--- src/hdl/bla_pkg.sv ---
`default_nettype none
package bla_pkg;

  localparam int unsigned SAMPLE_W = 12;
  localparam int unsigned PCT_W = 7;
  localparam int unsigned TIME_W = 32;
  localparam int unsigned MS_W = 16;
  localparam int unsigned CFG_IDX_W = 3;
  localparam int unsigned CFG_DATA_W = 16;
  localparam int unsigned PROD_W = 19;

  localparam logic [PCT_W-1:0] PCT_FULL = 7'd100;

  localparam logic [CFG_IDX_W-1:0] CFG_EMPTY_CODE = 3'd0;
  localparam logic [CFG_IDX_W-1:0] CFG_FULL_CODE = 3'd1;
  localparam logic [CFG_IDX_W-1:0] CFG_ALARM_PERCENT = 3'd2;
  localparam logic [CFG_IDX_W-1:0] CFG_BEEP_MS = 3'd3;
  localparam logic [CFG_IDX_W-1:0] CFG_ALARM_PERIOD_MS = 3'd4;

  localparam logic [SAMPLE_W-1:0] EMPTY_CODE_RST = 12'd2060;
  localparam logic [SAMPLE_W-1:0] FULL_CODE_RST = 12'd2370;
  localparam logic [PCT_W-1:0] ALARM_PERCENT_RST = 7'd10;
  localparam logic [MS_W-1:0] BEEP_MS_RST = 16'd300;
  localparam logic [MS_W-1:0] ALARM_PERIOD_MS_RST = 16'd600;

  typedef struct packed {
    logic charging;
    logic sleep_enter;
    logic sleep_exit;
    logic alarm_fired;
    logic buzzer_on;
  } flags_t;

endpackage
`default_nettype wire

--- src/hdl/bla_if.sv ---
`default_nettype none
interface bla_in_if;
  logic                          valid;
  logic                          ready;
  logic [bla_pkg::SAMPLE_W-1:0]  battery_sample;
  logic                          low_power_switch;
  logic [bla_pkg::TIME_W-1:0]    now_ms;

  modport source (output valid, output battery_sample, output low_power_switch,
                  output now_ms, input ready);
  modport sink (input valid, input battery_sample, input low_power_switch,
                input now_ms, output ready);
endinterface

interface bla_out_if;
  logic                       valid;
  logic                       ready;
  logic [bla_pkg::PCT_W-1:0]  percent;
  logic                       charging;
  logic                       sleep_enter;
  logic                       sleep_exit;
  logic                       alarm_fired;
  logic                       buzzer_on;

  modport source (output valid, output percent, output charging, output sleep_enter,
                  output sleep_exit, output alarm_fired, output buzzer_on, input ready);
  modport sink (input valid, input percent, input charging, input sleep_enter,
                input sleep_exit, input alarm_fired, input buzzer_on, output ready);
endinterface
`default_nettype wire

--- src/hdl/battery_level_monitor_alarm_unit.sv ---
`default_nettype none
// Battery gauge with low battery alarm. Each input item carries one ADC sample, the
// low power switch and the millisecond time; each yields exactly one result item. The
// sample joins a WINDOW_DEPTH-entry window held in a single-port memory with a running
// sum; the mean of the samples held so far is mapped from empty_code..full_code to a
// percentage saturated to 0..100. A single bit-serial divider, one quotient bit per
// cycle, is used up to twice per item (sum by count, then scaled offset by span unless
// the span is zero, which gives 0 or 100 directly). Items are taken one at a time; the
// result waits in an output register, so the next item is accepted while it is still
// pending. Configuration is written through cfg_we, cfg_index and cfg_wdata and must
// only change while no item is in flight.
module battery_level_monitor_alarm_unit #(
  parameter int unsigned WINDOW_DEPTH = 64,
  parameter int unsigned SAMPLE_BITS = 12
) (
  input  wire logic                           clk,
  input  wire logic                           rst_n,
  bla_in_if.sink                              in_ch,
  bla_out_if.source                           out_ch,
  input  wire logic                           cfg_we,
  input  wire logic [bla_pkg::CFG_IDX_W-1:0]  cfg_index,
  input  wire logic [bla_pkg::CFG_DATA_W-1:0] cfg_wdata
);

  localparam int unsigned CNT_W = $clog2(WINDOW_DEPTH + 1);
  localparam int unsigned SUM_W = bla_pkg::SAMPLE_W + CNT_W;
  localparam int unsigned DIVD_W = (SUM_W > bla_pkg::PROD_W) ? SUM_W : bla_pkg::PROD_W;
  localparam int unsigned DIVR_W = (CNT_W > bla_pkg::SAMPLE_W) ? CNT_W : bla_pkg::SAMPLE_W;
  localparam logic [bla_pkg::SAMPLE_W-1:0] SAMPLE_MASK =
    bla_pkg::SAMPLE_W'((33'd1 << SAMPLE_BITS) - 33'd1);

  typedef enum logic [2:0] {
    S_IDLE,
    S_WIN,
    S_MEAN,
    S_MAP,
    S_PCT,
    S_DONE
  } state_t;

  state_t state_r;

  logic [bla_pkg::SAMPLE_W-1:0] empty_code_r;
  logic [bla_pkg::SAMPLE_W-1:0] full_code_r;
  logic [bla_pkg::PCT_W-1:0]    alarm_percent_r;
  logic [bla_pkg::MS_W-1:0]     beep_ms_r;
  logic [bla_pkg::MS_W-1:0]     alarm_period_ms_r;

  logic                         switch_r;
  logic [bla_pkg::TIME_W-1:0]   now_r;
  logic [bla_pkg::SAMPLE_W-1:0] mean_r;
  logic [bla_pkg::PCT_W-1:0]    pct_r;
  logic                         neg_r;
  logic                         charging_r;
  logic [bla_pkg::TIME_W-1:0]   next_alarm_r;
  logic [bla_pkg::TIME_W-1:0]   buzzer_deadline_r;

  logic                         out_valid_r;
  logic [bla_pkg::PCT_W-1:0]    out_pct_r;
  bla_pkg::flags_t              out_flags_r;
  bla_pkg::flags_t              flags_nxt;
  logic [bla_pkg::TIME_W-1:0]   buzzer_deadline_nxt;
  logic                         fire;

  logic                         in_accept;
  logic                         out_free;
  logic                         win_done;
  logic [SUM_W-1:0]             win_sum;
  logic [CNT_W-1:0]             win_count;

  logic                         div_start;
  logic [DIVD_W-1:0]            div_dividend;
  logic [DIVR_W-1:0]            div_divisor;
  logic                         div_done;
  logic [DIVD_W-1:0]            div_q;

  logic [bla_pkg::SAMPLE_W:0]   off;
  logic [bla_pkg::SAMPLE_W:0]   span;
  logic [bla_pkg::SAMPLE_W:0]   off_abs;
  logic [bla_pkg::SAMPLE_W:0]   span_abs;
  logic [bla_pkg::PROD_W-1:0]   prod;
  logic                         span_zero;

  assign in_ch.ready = (state_r == S_IDLE);
  assign in_accept = in_ch.valid && in_ch.ready;
  assign out_free = !out_valid_r || out_ch.ready;

  bla_window #(
    .DEPTH (WINDOW_DEPTH)
  ) u_window (
    .clk    (clk),
    .rst_n  (rst_n),
    .start  (in_accept),
    .sample (in_ch.battery_sample & SAMPLE_MASK),
    .done   (win_done),
    .sum    (win_sum),
    .count  (win_count)
  );

  assign off = {1'b0, mean_r} - {1'b0, empty_code_r};
  assign span = {1'b0, full_code_r} - {1'b0, empty_code_r};
  assign off_abs = off[bla_pkg::SAMPLE_W] ? (~off + 1'b1) : off;
  assign span_abs = span[bla_pkg::SAMPLE_W] ? (~span + 1'b1) : span;
  assign span_zero = (span == '0);
  assign prod = {1'b0, off_abs[bla_pkg::SAMPLE_W-1:0], 6'b0}
              + {2'b0, off_abs[bla_pkg::SAMPLE_W-1:0], 5'b0}
              + {5'b0, off_abs[bla_pkg::SAMPLE_W-1:0], 2'b0};

  always_comb begin
    div_start = 1'b0;
    div_dividend = DIVD_W'(win_sum);
    div_divisor = DIVR_W'(win_count);
    case (state_r)
      S_WIN: begin
        div_start = win_done;
      end
      S_MAP: begin
        div_start = !span_zero;
        div_dividend = DIVD_W'(prod);
        div_divisor = DIVR_W'(span_abs[bla_pkg::SAMPLE_W-1:0]);
      end
      default: begin
        div_start = 1'b0;
      end
    endcase
  end

  bla_div #(
    .DIVD_W (DIVD_W),
    .DIVR_W (DIVR_W)
  ) u_div (
    .clk      (clk),
    .rst_n    (rst_n),
    .start    (div_start),
    .dividend (div_dividend),
    .divisor  (div_divisor),
    .done     (div_done),
    .quotient (div_q)
  );

  always_comb begin
    flags_nxt.sleep_enter = switch_r && !charging_r;
    flags_nxt.sleep_exit = !switch_r && charging_r;
    flags_nxt.charging = switch_r;
    fire = (pct_r < alarm_percent_r) && (next_alarm_r < now_r) && !switch_r;
    flags_nxt.alarm_fired = fire;
    buzzer_deadline_nxt = fire ? now_r + bla_pkg::TIME_W'(beep_ms_r) : buzzer_deadline_r;
    flags_nxt.buzzer_on = buzzer_deadline_nxt > now_r;
  end

  always_ff @(posedge clk) begin
    if (!rst_n) begin
      state_r <= S_IDLE;
      empty_code_r <= bla_pkg::EMPTY_CODE_RST;
      full_code_r <= bla_pkg::FULL_CODE_RST;
      alarm_percent_r <= bla_pkg::ALARM_PERCENT_RST;
      beep_ms_r <= bla_pkg::BEEP_MS_RST;
      alarm_period_ms_r <= bla_pkg::ALARM_PERIOD_MS_RST;
      charging_r <= 1'b0;
      next_alarm_r <= '0;
      buzzer_deadline_r <= '0;
      out_valid_r <= 1'b0;
    end else begin
      if (cfg_we) begin
        case (cfg_index)
          bla_pkg::CFG_EMPTY_CODE: empty_code_r <= cfg_wdata[bla_pkg::SAMPLE_W-1:0];
          bla_pkg::CFG_FULL_CODE: full_code_r <= cfg_wdata[bla_pkg::SAMPLE_W-1:0];
          bla_pkg::CFG_ALARM_PERCENT: alarm_percent_r <= cfg_wdata[bla_pkg::PCT_W-1:0];
          bla_pkg::CFG_BEEP_MS: beep_ms_r <= cfg_wdata;
          bla_pkg::CFG_ALARM_PERIOD_MS: alarm_period_ms_r <= cfg_wdata;
          default: begin
          end
        endcase
      end

      if (out_valid_r && out_ch.ready && state_r != S_DONE) begin
        out_valid_r <= 1'b0;
      end

      case (state_r)
        S_IDLE: begin
          if (in_accept) begin
            switch_r <= in_ch.low_power_switch;
            now_r <= in_ch.now_ms;
            state_r <= S_WIN;
          end
        end
        S_WIN: begin
          if (win_done) begin
            state_r <= S_MEAN;
          end
        end
        S_MEAN: begin
          if (div_done) begin
            mean_r <= div_q[bla_pkg::SAMPLE_W-1:0];
            state_r <= S_MAP;
          end
        end
        S_MAP: begin
          neg_r <= off[bla_pkg::SAMPLE_W] ^ span[bla_pkg::SAMPLE_W];
          if (span_zero) begin
            pct_r <= off[bla_pkg::SAMPLE_W] ? '0 : bla_pkg::PCT_FULL;
            state_r <= S_DONE;
          end else begin
            state_r <= S_PCT;
          end
        end
        S_PCT: begin
          if (div_done) begin
            if (neg_r) begin
              pct_r <= '0;
            end else if (div_q > DIVD_W'(bla_pkg::PCT_FULL)) begin
              pct_r <= bla_pkg::PCT_FULL;
            end else begin
              pct_r <= div_q[bla_pkg::PCT_W-1:0];
            end
            state_r <= S_DONE;
          end
        end
        S_DONE: begin
          if (out_free) begin
            charging_r <= switch_r;
            buzzer_deadline_r <= buzzer_deadline_nxt;
            if (fire) begin
              next_alarm_r <= now_r + bla_pkg::TIME_W'(alarm_period_ms_r);
            end
            out_pct_r <= pct_r;
            out_flags_r <= flags_nxt;
            out_valid_r <= 1'b1;
            state_r <= S_IDLE;
          end
        end
        default: begin
          state_r <= S_IDLE;
        end
      endcase
    end
  end

  assign out_ch.valid = out_valid_r;
  assign out_ch.percent = out_pct_r;
  assign out_ch.charging = out_flags_r.charging;
  assign out_ch.sleep_enter = out_flags_r.sleep_enter;
  assign out_ch.sleep_exit = out_flags_r.sleep_exit;
  assign out_ch.alarm_fired = out_flags_r.alarm_fired;
  assign out_ch.buzzer_on = out_flags_r.buzzer_on;

`ifndef SYNTHESIS
  a_pct_range: assert property (@(posedge clk) disable iff (!rst_n)
    out_valid_r |-> out_pct_r <= bla_pkg::PCT_FULL)
    else $error("percent above full scale");
  a_fire_not_charging: assert property (@(posedge clk) disable iff (!rst_n)
    out_valid_r && out_flags_r.alarm_fired |-> !out_flags_r.charging)
    else $error("alarm fired while charging");
  a_sleep_pulses: assert property (@(posedge clk) disable iff (!rst_n)
    out_valid_r |-> !(out_flags_r.sleep_enter && out_flags_r.sleep_exit))
    else $error("sleep enter and exit together");
  a_accept_starts: assert property (@(posedge clk) disable iff (!rst_n)
    in_accept |=> state_r == S_WIN)
    else $error("accepted item did not start window update");
`endif

endmodule
`default_nettype wire

--- src/hdl/bla_div.sv ---
`default_nettype none
module bla_div #(
  parameter int unsigned DIVD_W = 19,
  parameter int unsigned DIVR_W = 12,
  localparam int unsigned CW = (DIVD_W > 1) ? $clog2(DIVD_W) : 1
) (
  input  wire logic              clk,
  input  wire logic              rst_n,
  input  wire logic              start,
  input  wire logic [DIVD_W-1:0] dividend,
  input  wire logic [DIVR_W-1:0] divisor,
  output logic                   done,
  output logic [DIVD_W-1:0]      quotient
);

  logic [DIVD_W-1:0] q_r;
  logic [DIVR_W-1:0] divr_r;
  logic [DIVR_W-1:0] rem_r;
  logic [CW-1:0]     cnt_r;
  logic              busy_r;
  logic              done_r;
  logic [DIVR_W:0]   shifted;
  logic [DIVR_W:0]   diff;
  logic              ge;

  assign shifted = {rem_r, q_r[DIVD_W-1]};
  assign diff = shifted - {1'b0, divr_r};
  assign ge = !diff[DIVR_W];

  always_ff @(posedge clk) begin
    if (!rst_n) begin
      busy_r <= 1'b0;
      done_r <= 1'b0;
      cnt_r <= '0;
    end else begin
      done_r <= 1'b0;
      if (start) begin
        q_r <= dividend;
        divr_r <= divisor;
        rem_r <= '0;
        cnt_r <= '0;
        busy_r <= 1'b1;
      end else if (busy_r) begin
        rem_r <= ge ? diff[DIVR_W-1:0] : shifted[DIVR_W-1:0];
        q_r <= {q_r[DIVD_W-2:0], ge};
        cnt_r <= cnt_r + 1'b1;
        if (cnt_r == CW'(DIVD_W - 1)) begin
          busy_r <= 1'b0;
          done_r <= 1'b1;
        end
      end
    end
  end

  assign done = done_r;
  assign quotient = q_r;

endmodule
`default_nettype wire

--- src/hdl/bla_window.sv ---
`default_nettype none
module bla_window #(
  parameter int unsigned DEPTH = 64,
  localparam int unsigned IDX_W = (DEPTH > 1) ? $clog2(DEPTH) : 1,
  localparam int unsigned CNT_W = $clog2(DEPTH + 1),
  localparam int unsigned SUM_W = bla_pkg::SAMPLE_W + CNT_W
) (
  input  wire logic                         clk,
  input  wire logic                         rst_n,
  input  wire logic                         start,
  input  wire logic [bla_pkg::SAMPLE_W-1:0] sample,
  output logic                              done,
  output logic [SUM_W-1:0]                  sum,
  output logic [CNT_W-1:0]                  count
);

  logic [bla_pkg::SAMPLE_W-1:0] mem [DEPTH];
  logic [bla_pkg::SAMPLE_W-1:0] rd_data_r;
  logic [bla_pkg::SAMPLE_W-1:0] sample_r;
  logic [IDX_W-1:0]             slot_r;
  logic [IDX_W-1:0]             slot_nxt;
  logic [CNT_W-1:0]             count_r;
  logic [SUM_W-1:0]             sum_r;
  logic [SUM_W-1:0]             sum_nxt;
  logic                         busy_r;
  logic                         done_r;
  logic                         full;

  assign full = (count_r == CNT_W'(DEPTH));
  assign slot_nxt = (slot_r == IDX_W'(DEPTH - 1)) ? '0 : slot_r + 1'b1;
  assign sum_nxt = sum_r - (full ? SUM_W'(rd_data_r) : '0) + SUM_W'(sample_r);

  always_ff @(posedge clk) begin
    rd_data_r <= mem[slot_r];
    if (busy_r) begin
      mem[slot_r] <= sample_r;
    end
  end

  always_ff @(posedge clk) begin
    if (!rst_n) begin
      busy_r <= 1'b0;
      done_r <= 1'b0;
      slot_r <= '0;
      count_r <= '0;
      sum_r <= '0;
    end else begin
      done_r <= 1'b0;
      if (start) begin
        sample_r <= sample;
        busy_r <= 1'b1;
      end else if (busy_r) begin
        busy_r <= 1'b0;
        done_r <= 1'b1;
        sum_r <= sum_nxt;
        slot_r <= slot_nxt;
        if (!full) begin
          count_r <= count_r + 1'b1;
        end
      end
    end
  end

  assign done = done_r;
  assign sum = sum_r;
  assign count = count_r;

`ifndef SYNTHESIS
  a_count_bound: assert property (@(posedge clk) disable iff (!rst_n)
    count_r <= CNT_W'(DEPTH))
    else $error("window count beyond depth");
  a_slot_bound: assert property (@(posedge clk) disable iff (!rst_n)
    slot_r <= IDX_W'(DEPTH - 1))
    else $error("write slot beyond depth");
  a_sum_bound: assert property (@(posedge clk) disable iff (!rst_n)
    done_r |-> sum_r <= SUM_W'(count_r) * SUM_W'((1 << bla_pkg::SAMPLE_W) - 1))
    else $error("window sum exceeds held samples");
`endif

endmodule
`default_nettype wire

--- src/flat_wrapper.sv ---
// flat-port wrapper written by rule: the top's interface ports become plain ports
module battery_level_monitor_alarm_unit_flat 
#(
  parameter int unsigned WINDOW_DEPTH = 64,
  parameter int unsigned SAMPLE_BITS = 12
)
  (clk, rst_n, cfg_we, cfg_index, cfg_wdata, in_ch_valid, in_ch_battery_sample, in_ch_low_power_switch, in_ch_now_ms, in_ch_ready, out_ch_valid, out_ch_percent, out_ch_charging, out_ch_sleep_enter, out_ch_sleep_exit, out_ch_alarm_fired, out_ch_buzzer_on, out_ch_ready);
  bla_in_if in_ch_i ();
  bla_out_if out_ch_i ();
  input  wire logic clk;
  input  wire logic rst_n;
  input  wire logic cfg_we;
  input  wire logic [bla_pkg::CFG_IDX_W-1:0] cfg_index;
  input  wire logic [bla_pkg::CFG_DATA_W-1:0] cfg_wdata;
  input wire logic [$bits(in_ch_i.valid)-1:0] in_ch_valid;
  input wire logic [$bits(in_ch_i.battery_sample)-1:0] in_ch_battery_sample;
  input wire logic [$bits(in_ch_i.low_power_switch)-1:0] in_ch_low_power_switch;
  input wire logic [$bits(in_ch_i.now_ms)-1:0] in_ch_now_ms;
  output wire logic [$bits(in_ch_i.ready)-1:0] in_ch_ready;
  output wire logic [$bits(out_ch_i.valid)-1:0] out_ch_valid;
  output wire logic [$bits(out_ch_i.percent)-1:0] out_ch_percent;
  output wire logic [$bits(out_ch_i.charging)-1:0] out_ch_charging;
  output wire logic [$bits(out_ch_i.sleep_enter)-1:0] out_ch_sleep_enter;
  output wire logic [$bits(out_ch_i.sleep_exit)-1:0] out_ch_sleep_exit;
  output wire logic [$bits(out_ch_i.alarm_fired)-1:0] out_ch_alarm_fired;
  output wire logic [$bits(out_ch_i.buzzer_on)-1:0] out_ch_buzzer_on;
  input wire logic [$bits(out_ch_i.ready)-1:0] out_ch_ready;
  assign in_ch_i.valid = in_ch_valid;
  assign in_ch_i.battery_sample = in_ch_battery_sample;
  assign in_ch_i.low_power_switch = in_ch_low_power_switch;
  assign in_ch_i.now_ms = in_ch_now_ms;
  assign in_ch_ready = in_ch_i.ready;
  assign out_ch_valid = out_ch_i.valid;
  assign out_ch_percent = out_ch_i.percent;
  assign out_ch_charging = out_ch_i.charging;
  assign out_ch_sleep_enter = out_ch_i.sleep_enter;
  assign out_ch_sleep_exit = out_ch_i.sleep_exit;
  assign out_ch_alarm_fired = out_ch_i.alarm_fired;
  assign out_ch_buzzer_on = out_ch_i.buzzer_on;
  assign out_ch_i.ready = out_ch_ready;
  battery_level_monitor_alarm_unit #(.WINDOW_DEPTH(WINDOW_DEPTH), .SAMPLE_BITS(SAMPLE_BITS)) u_core (.clk(clk), .rst_n(rst_n), .in_ch(in_ch_i), .out_ch(out_ch_i), .cfg_we(cfg_we), .cfg_index(cfg_index), .cfg_wdata(cfg_wdata));
endmodule
--- config.mk ---
export PLATFORM = sky130hd
export DESIGN_NAME = battery_level_monitor_alarm_unit_flat
export DESIGN_NICKNAME = d
export VERILOG_FILES = /design/src/hdl/bla_pkg.sv /design/src/hdl/bla_if.sv /design/src/hdl/battery_level_monitor_alarm_unit.sv /design/src/hdl/bla_div.sv /design/src/hdl/bla_window.sv /design/src/flat_wrapper.sv
export SDC_FILE = /design/constraint.sdc
export NUM_CORES = 2
export LEC_CHECK = 0
export BUFFER_PORTS_ARGS = -buffer_cell sky130_fd_sc_hd__buf_4
export CORE_ASPECT_RATIO = 0.7
export CORE_UTILIZATION = 57
export DETAILED_ROUTE_END_ITERATION = 8
export PLACE_DENSITY = 0.69
export SETUP_SLACK_MARGIN = 0.3
export SLEW_MARGIN = 20
export SYNTH_ARGS = -nofsm -noshare
export SYNTH_HDL_FRONTEND = slang
export SYNTH_SLANG_ARGS = --single-unit
--- constraint.sdc ---
create_clock -name clk -period 5.9 [get_ports clk]
set_input_delay 0 -clock clk [delete_from_list [all_inputs] [get_ports clk]]
set_output_delay 0 -clock clk [all_outputs]
set_load 0.005 [all_outputs]
# Word-level counts from Yosys, hierarchy flattened
# Memories as Yosys holds them, arrays and structs flattened. A register that Yosys moved wholly into a read port is not among the register bits.
# Cells that the tools add are included.
# word_totals
regBits	293
ram_bits	768
inputBits	69
output_inout_bits	14
elab_cells	153
n_memories	1
# classes
add_sub_neg	14
magnitude_cmp	4
eq_ne	19
muxes	35
bitwise	7
reduce_logical	39
# mem_list
name	depth	word_bits	rd	rd_ports_with_merged_regs	write_ports	line	rtl
u_core.u_window.mem	64	12	1	1	1	bla_window.sv:17	logic [bla_pkg::SAMPLE_W-1:0] mem [DEPTH];
# ops
cell	count
adder 32 x 16 -> 32 bit	2
two-way mux 12 bit	5
two-way mux 19 bit	3
two-way mux 7 bit	6
> comparator 32 bit	1
< comparator 32 bit	1
two-way mux 32 bit	1
subtractor 12 x 12 -> 13 bit	2
adder 12 x 1 -> 12 bit, second input constant	2
inverter 12 bit	2
AND reduction 2 bit	11
adder 18 x 17 -> 19 bit	1
adder 19 x 12 -> 19 bit	1
adder 19 x 14 -> 19 bit	1
> comparator 19 x 7 -> 1 bit, second input constant	1
subtractor 19 x 12 -> 19 bit	1
one-hot mux 3 bit (6 select lines)	1
two-way mux 3 bit	5
AND reduction 3 bit	5
one-hot mux 7 bit (2 select lines)	1
logical NOT 13 bit	1
subtractor 13 x 12 -> 13 bit	1
equality test 3 x 2 -> 1 bit, second input constant	4
two-way mux 1 bit	11
other kinds (25)	48

# Logic depth before layout (Yosys ltp)
# logic_depth
word_depth	8
depth_mapped	24
depth_no_buf	23

# Modules after synthesis
# From an unflattened synthesis, not the netlist that was laid out.
# unflattened
hier_cells	3707
hier_area_um2	49238.5
# by_module_without_submodules
mod	n_inst	cells_per_inst	area_per_inst_um2
bla_window	1	1934	33135.5
battery_level_monitor_alarm_unit	1	1544	13417.9
bla_div	1	229	2685.1

# Least setup slack after synthesis
# No wires, ideal clock.
# synth_timing
path_type	register to register
from	register u_core.mean_r[2] in the netlist's numbering
to	register u_core.u_div.q_r[18], in the netlist u_core.u_div.quotient[18], data pin
setup_time_ns	0.260
arrival_ns	4.774
required_ns	5.640
setup_slack_ns	0.867
stages_incl_launch_ff	22
n_path_buf	1
path_cell_list	edfxtp_1 > ha_1 > nor2b_1 > o31a_1 > o211ai_1 > a31oi_1 > or2_2 > clkbuf_1 > a41oi_1 > xor2_1 > inv_1 > fa_1 > inv_1 > ha_1 > nor2b_1 > o31a_1 > o21ai_0 > a21oi_1 > a31o_2 > a21oi_1 > o21ai_0 > mux2_2
# synth_between
elab_chain_cells	8
# synth_rtl
element	line	rtl
start: declaration	battery_level_monitor_alarm_unit.sv:51	logic [bla_pkg::SAMPLE_W-1:0] mean_r;
start signal: assignment	battery_level_monitor_alarm_unit.sv:195	mean_r <= div_q[bla_pkg::SAMPLE_W-1:0];
subtractor 12 x 12 -> 13 bit (*)	battery_level_monitor_alarm_unit.sv:100	assign off = {1'b0, mean_r} - {1'b0, empty_code_r};
inverter 12 bit	battery_level_monitor_alarm_unit.sv:102	assign off_abs = off[bla_pkg::SAMPLE_W] ? (~off + 1'b1) : off;
adder 12 x 1 -> 12 bit	battery_level_monitor_alarm_unit.sv:102	
two-way mux 12 bit (*)	battery_level_monitor_alarm_unit.sv:102	
adder 18 x 17 -> 19 bit	battery_level_monitor_alarm_unit.sv:106	+ {2'b0, off_abs[bla_pkg::SAMPLE_W-1:0], 5'b0}
adder 19 x 14 -> 19 bit (*)	battery_level_monitor_alarm_unit.sv:107	+ {5'b0, off_abs[bla_pkg::SAMPLE_W-1:0], 2'b0};
two-way mux 19 bit (*)	battery_level_monitor_alarm_unit.sv:113	case (state_r)
two-way mux 19 bit (*)	bla_div.sv:37	if (start) begin
end signal: assignment	bla_div.sv:38	q_r <= dividend;
end signal: assignment	bla_div.sv:45	q_r <= {q_r[DIVD_W-2:0], ge};
end: declaration	bla_div.sv:16	logic [DIVD_W-1:0] q_r;
# Every way passes the cells marked *; elsewhere a longest branch is shown, timed or not.
# A chain may end at the register's enable or synchronous reset.

# Worst setup path after layout
# layout_timing
from	register u_core.mean_r[0] in the netlist's numbering
to	register u_core.u_div.q_r[18], in the netlist u_core.u_div.quotient[18], data pin
# The elaborated chain is that of the path after synthesis.

==> flow_metrics.py <==
metrics = {
    "outcome": {
        "outcome": "complete, no violations",
    },
    "pwr": {
        "combPwrFrac": 0.076,
        "p_clk_frac": 0.414,
        "p_switching_w": 0.00365,
        "internal_power_w": 0.0126,
        "leakagePower_nw": 18.6,
        "ir_drop_v": 0.000228,
        "pwr-share-seq": 0.509,
        "powerDensity_nw_per_um2": 304,
        "swShare": 0.224,
    },
    "clock_network": {
        "clkLatencyLatePin_ns": 0.68,
        "clockBufferDepth": 3,
        "cts-root-buf": "clkbuf_16",
        "cts_sinks": 1073,
        "cts_inserted_buffers": 99,
        "tritoncts": "built",
        "h-tree-depth": 3,
        "clk_pin_slew_ns": 0.07,
    },
    "die": {
        "die_w_um": 345,
        "rows": 87,
        "start_util": 0.580,
        "die_y_um": 242,
        "core_area_um2": 81100,
        "pin_count": 83,
        "die-area_um2": 83700,
    },
    "sta": {
        "skew_ns": 0.0215,
        "final_max_slew_viol_count": 0,
        "max_freq_ghz": 0.187,
        "tightest_slew_ns": 1.08,
        "tns_ns": 0,
        "relSlewSlack": 0.281,
        "finalHoldViolCount": 0,
        "finalCriticalPeriod_ns": 5.34,
        "finalCritPeriodShare": 0.905,
        "rsz0062_at_grt": "yes",
        "setup_violations": 0,
    },
    "critical_path": {
        "crit_type": "register to register",
        "cp_max_fo": 8,
        "ff2ff_path_depth": 22,
        "cp.required_ns": 6.33,
        "crit_path_end_kind": "register",
        "rrSetupSlack_ns": 0.56,
        "arrival_ns": 5.77,
        "worstSetupStartpointType": "register",
    },
    "finish": {
        "area_growth_pct": 13.8,
        "diodes": 0,
        "fin_area_um2": 53600,
        "nNetsFinal": 4108,
        "drive_above_1_share": 0.115,
    },
    "synthesis": {
        "async_reset_ff_frac": 0,
        "synthSimpleGateAreaFrac": 0.0818,
        "synth_top_family_by_area": "compound AO/OA/AOI/OAI gates",
        "ys_types": 82,
        "syn_area_um2": 47100,
        "synthTopCellsByArea": "edfxtp_1 (57%), dfxtp_1 (7.9%), ha_1 (4.8%), a22oi_1 (3.7%), a21oi_1 (2.4%)",
        "synth_fp_nets": 3912,
        "synth_top_area_cell": "edfxtp_1",
        "synthMuxAreaShare": 0.0147,
        "seq_area_frac_synth": 0.645,
        "synthFlopType": "edfxtp_1",
        "netlist.area_leader.share": 0.567,
        "synth.avg_cell_area_um2": 12.9,
        "synth_seq_cells": 1073,
        "yosys_warnings": 0,
        "synth_fa_ha_area_frac": 0.0586,
        "synth_compound_area_frac": 0.146,
        "synthXorXnorAreaFrac": 0.0240,
        "synthCells": 3638,
        "synth_edf_count": 888,
    },
    "detailed_routing": {
        "drtAntennaViolNets": 0,
        "routed-via-count": 32200,
        "drc": 0,
        "drt_iter0_drc": 4100,
        "wl_per_cell_um": 26.1,
        "first_pass_iters": 6,
        "routed_wl_um": 130000,
        "avgViaCountPerCell": 6.47,
    },
    "grt": {
        "grt-ovfl-total": 0,
        "grt_pass1_vias": 31000,
        "track_usage": 0.307,
        "grt_max_degree": 92,
        "grt_pass1_wl_um": 194000,
        "antenna_found_initial": 2,
    },
    "placed_design": {
        "gp_congestion": 0.905,
        "placed_area_um2": 49300,
        "hpwl_um": 83000,
        "portBuffers": 82,
    },
    "hold_path": {
        "holdPathStages": 2,
        "hp-class": "primary input to register",
    },
    "run": {
        "max_cap_violations": 0,
    },
}
## state kept, by name (all words and copies together) (netlist names), 12 cells and up
register / flops
u_core.full_code_r: 12
u_core.u_div.rem_r: 12
u_core.u_div.quotient: 19
u_core.u_div.divr_r: 12
u_core.u_window.sum: 19
u_core.empty_code_r: 12
u_core.mean_r: 12
u_core.u_window.mem: 768
u_core.alarm_period_ms_r: 16
u_core.now_r: 32
u_core.u_window.rd_data_r: 12
u_core.beep_ms_r: 16
u_core.next_alarm_r: 32
u_core.u_window.sample_r: 12
u_core.buzzer_deadline_r: 32
## final cells by class
class	count	area [um^2]
fillers	5733	27500
well taps	1068	1340
inverters	166	629
clock inverters	58	752
clock buffers	124	2620
flip-flops and latches	1073	30400
multi-input cells	2212	15500
repair buffers	282	2350
## cells by family after synthesis
logic type	Yosys count
flops	1073
compound gates	1004
simple gates	813
buf+inv	353
fa+ha+maj	205
xor+xnor	129
mux	61
## path summary, 6_finish.rpt
kind                                                          from                                     to
worst max-delay path                    u_core.mean_r[0]$_DFFE_PP_    u_core.u_div.quotient[18]$_DFFE_PP_
worst max register to register          u_core.mean_r[0]$_DFFE_PP_    u_core.u_div.quotient[18]$_DFFE_PP_
worst min-delay path                       in_ch_battery_sample[5]  u_core.u_window.sample_r[5]$_DFFE_PP_
worst min register to register  u_core.full_code_r[0]$_SDFFE_PN0P_     u_core.full_code_r[0]$_SDFFE_PN0P_
## placed cells by master, fill, tap and decap left out, types with 72 or more instances in the layout
cell           Yosys  final
xnor2_1           88     83
o21ai_0          118    115
ha_1             179    179
dlygate4sd3_1      0     72
clkbuf_16          0    100
nor2_1           237    227
nand2_1          240    240
edfxtp_1         888    888
buf_4              0    206
a22o_1            77     77
a22oi_1          233    233
a31oi_1           92     91
dfxtp_1          185    185
inv_1            165    164
a221oi_1          78     78
a21oi_1          222    218
## worst max-delay path, stage by stage (launching register included)
cell      delay [ns]
edfxtp_1        0.37
inv_1           0.07
ha_1            0.18
fa_1            0.24
nor2b_2         0.06
o31a_1          0.34
o211ai_1        0.27
a31oi_2         0.17
or2_4           0.33
nor2_1          0.15
xor2_1          0.32
inv_1           0.11
fa_1            0.51
inv_1           0.04
ha_1            0.34
nor2b_1         0.17
o31a_1          0.25
o21ai_1         0.25
a21oi_2         0.12
a31o_2          0.27
a21oi_1         0.17
o21ai_0         0.08
mux2_2          0.29
## stage by stage
stage           util  worst slack (ns)  hold slack (ns)  power, W  cells
6_report       0.661             0.560           0.0510    0.0163   4983
4_1_cts        0.659             0.328           0.0112    0.0163   4978
3_5_place_dp   0.608             0.300            0.179   0.00960   4724
5_1_grt        0.661             0.264           0.0286    0.0167   4983
3_3_place_gp   0.608             0.388            0.178   0.00957   4723
2_1_floorplan      -             0.867           0.0989   0.00922   3638
## power by group through the flow
stage	Combinational, W	Clock, W	Sequential, W
floorplan	0.000756	0	0.00846
global placement	0.00112	0	0.00845
detailed placement	0.00115	0	0.00845
CTS	0.00120	0.00678	0.00829
global route	0.00135	0.00706	0.00829
finish	0.00124	0.00674	0.00829
## cell usage after synthesis (22+ instances only)
master / n
a211oi_1: 32
a21o_1: 34
a21oi_1: 222
a221oi_1: 78
a22o_1: 77
a22oi_1: 233
a31oi_1: 92
and2_1: 25
buf_1: 27
clkbuf_1: 148
dfxtp_1: 185
edfxtp_1: 888
fa_1: 26
ha_1: 179
inv_1: 165
mux2i_1: 32
nand2_1: 240
nand2b_1: 22
nand3_1: 58
nand4_1: 58
nor2_1: 237
nor2b_1: 22
nor3_1: 38
nor4_1: 25
o211ai_1: 24
o21a_1: 22
o21ai_0: 118
xnor2_1: 88
xor2_1: 41
## layer usage
metal / vias to the layer above / share of wire / GRT usage
li1: 14300 / - / -
met1: 15900 / 0.44 / 0.474
met2: 1781 / 0.42 / 0.432
met3: 193 / 0.13 / 0.0834
met4: 0 / 0.019 / 0.0676
met5: - / 0 / 0
## timing repair
| item | CTS | global route |
|---|---|---|
| pin swaps | 0 | 9 |
| endpoints found under the setup margin | 2 | 5 |
| hold buffers | 72 | 0 |
| setup buffers | 0 | 5 |
| hold endpoints to repair | 129 | 0 |
| gates resized for setup | 2 | 20 |
Power figures use the tool's default switching activity.
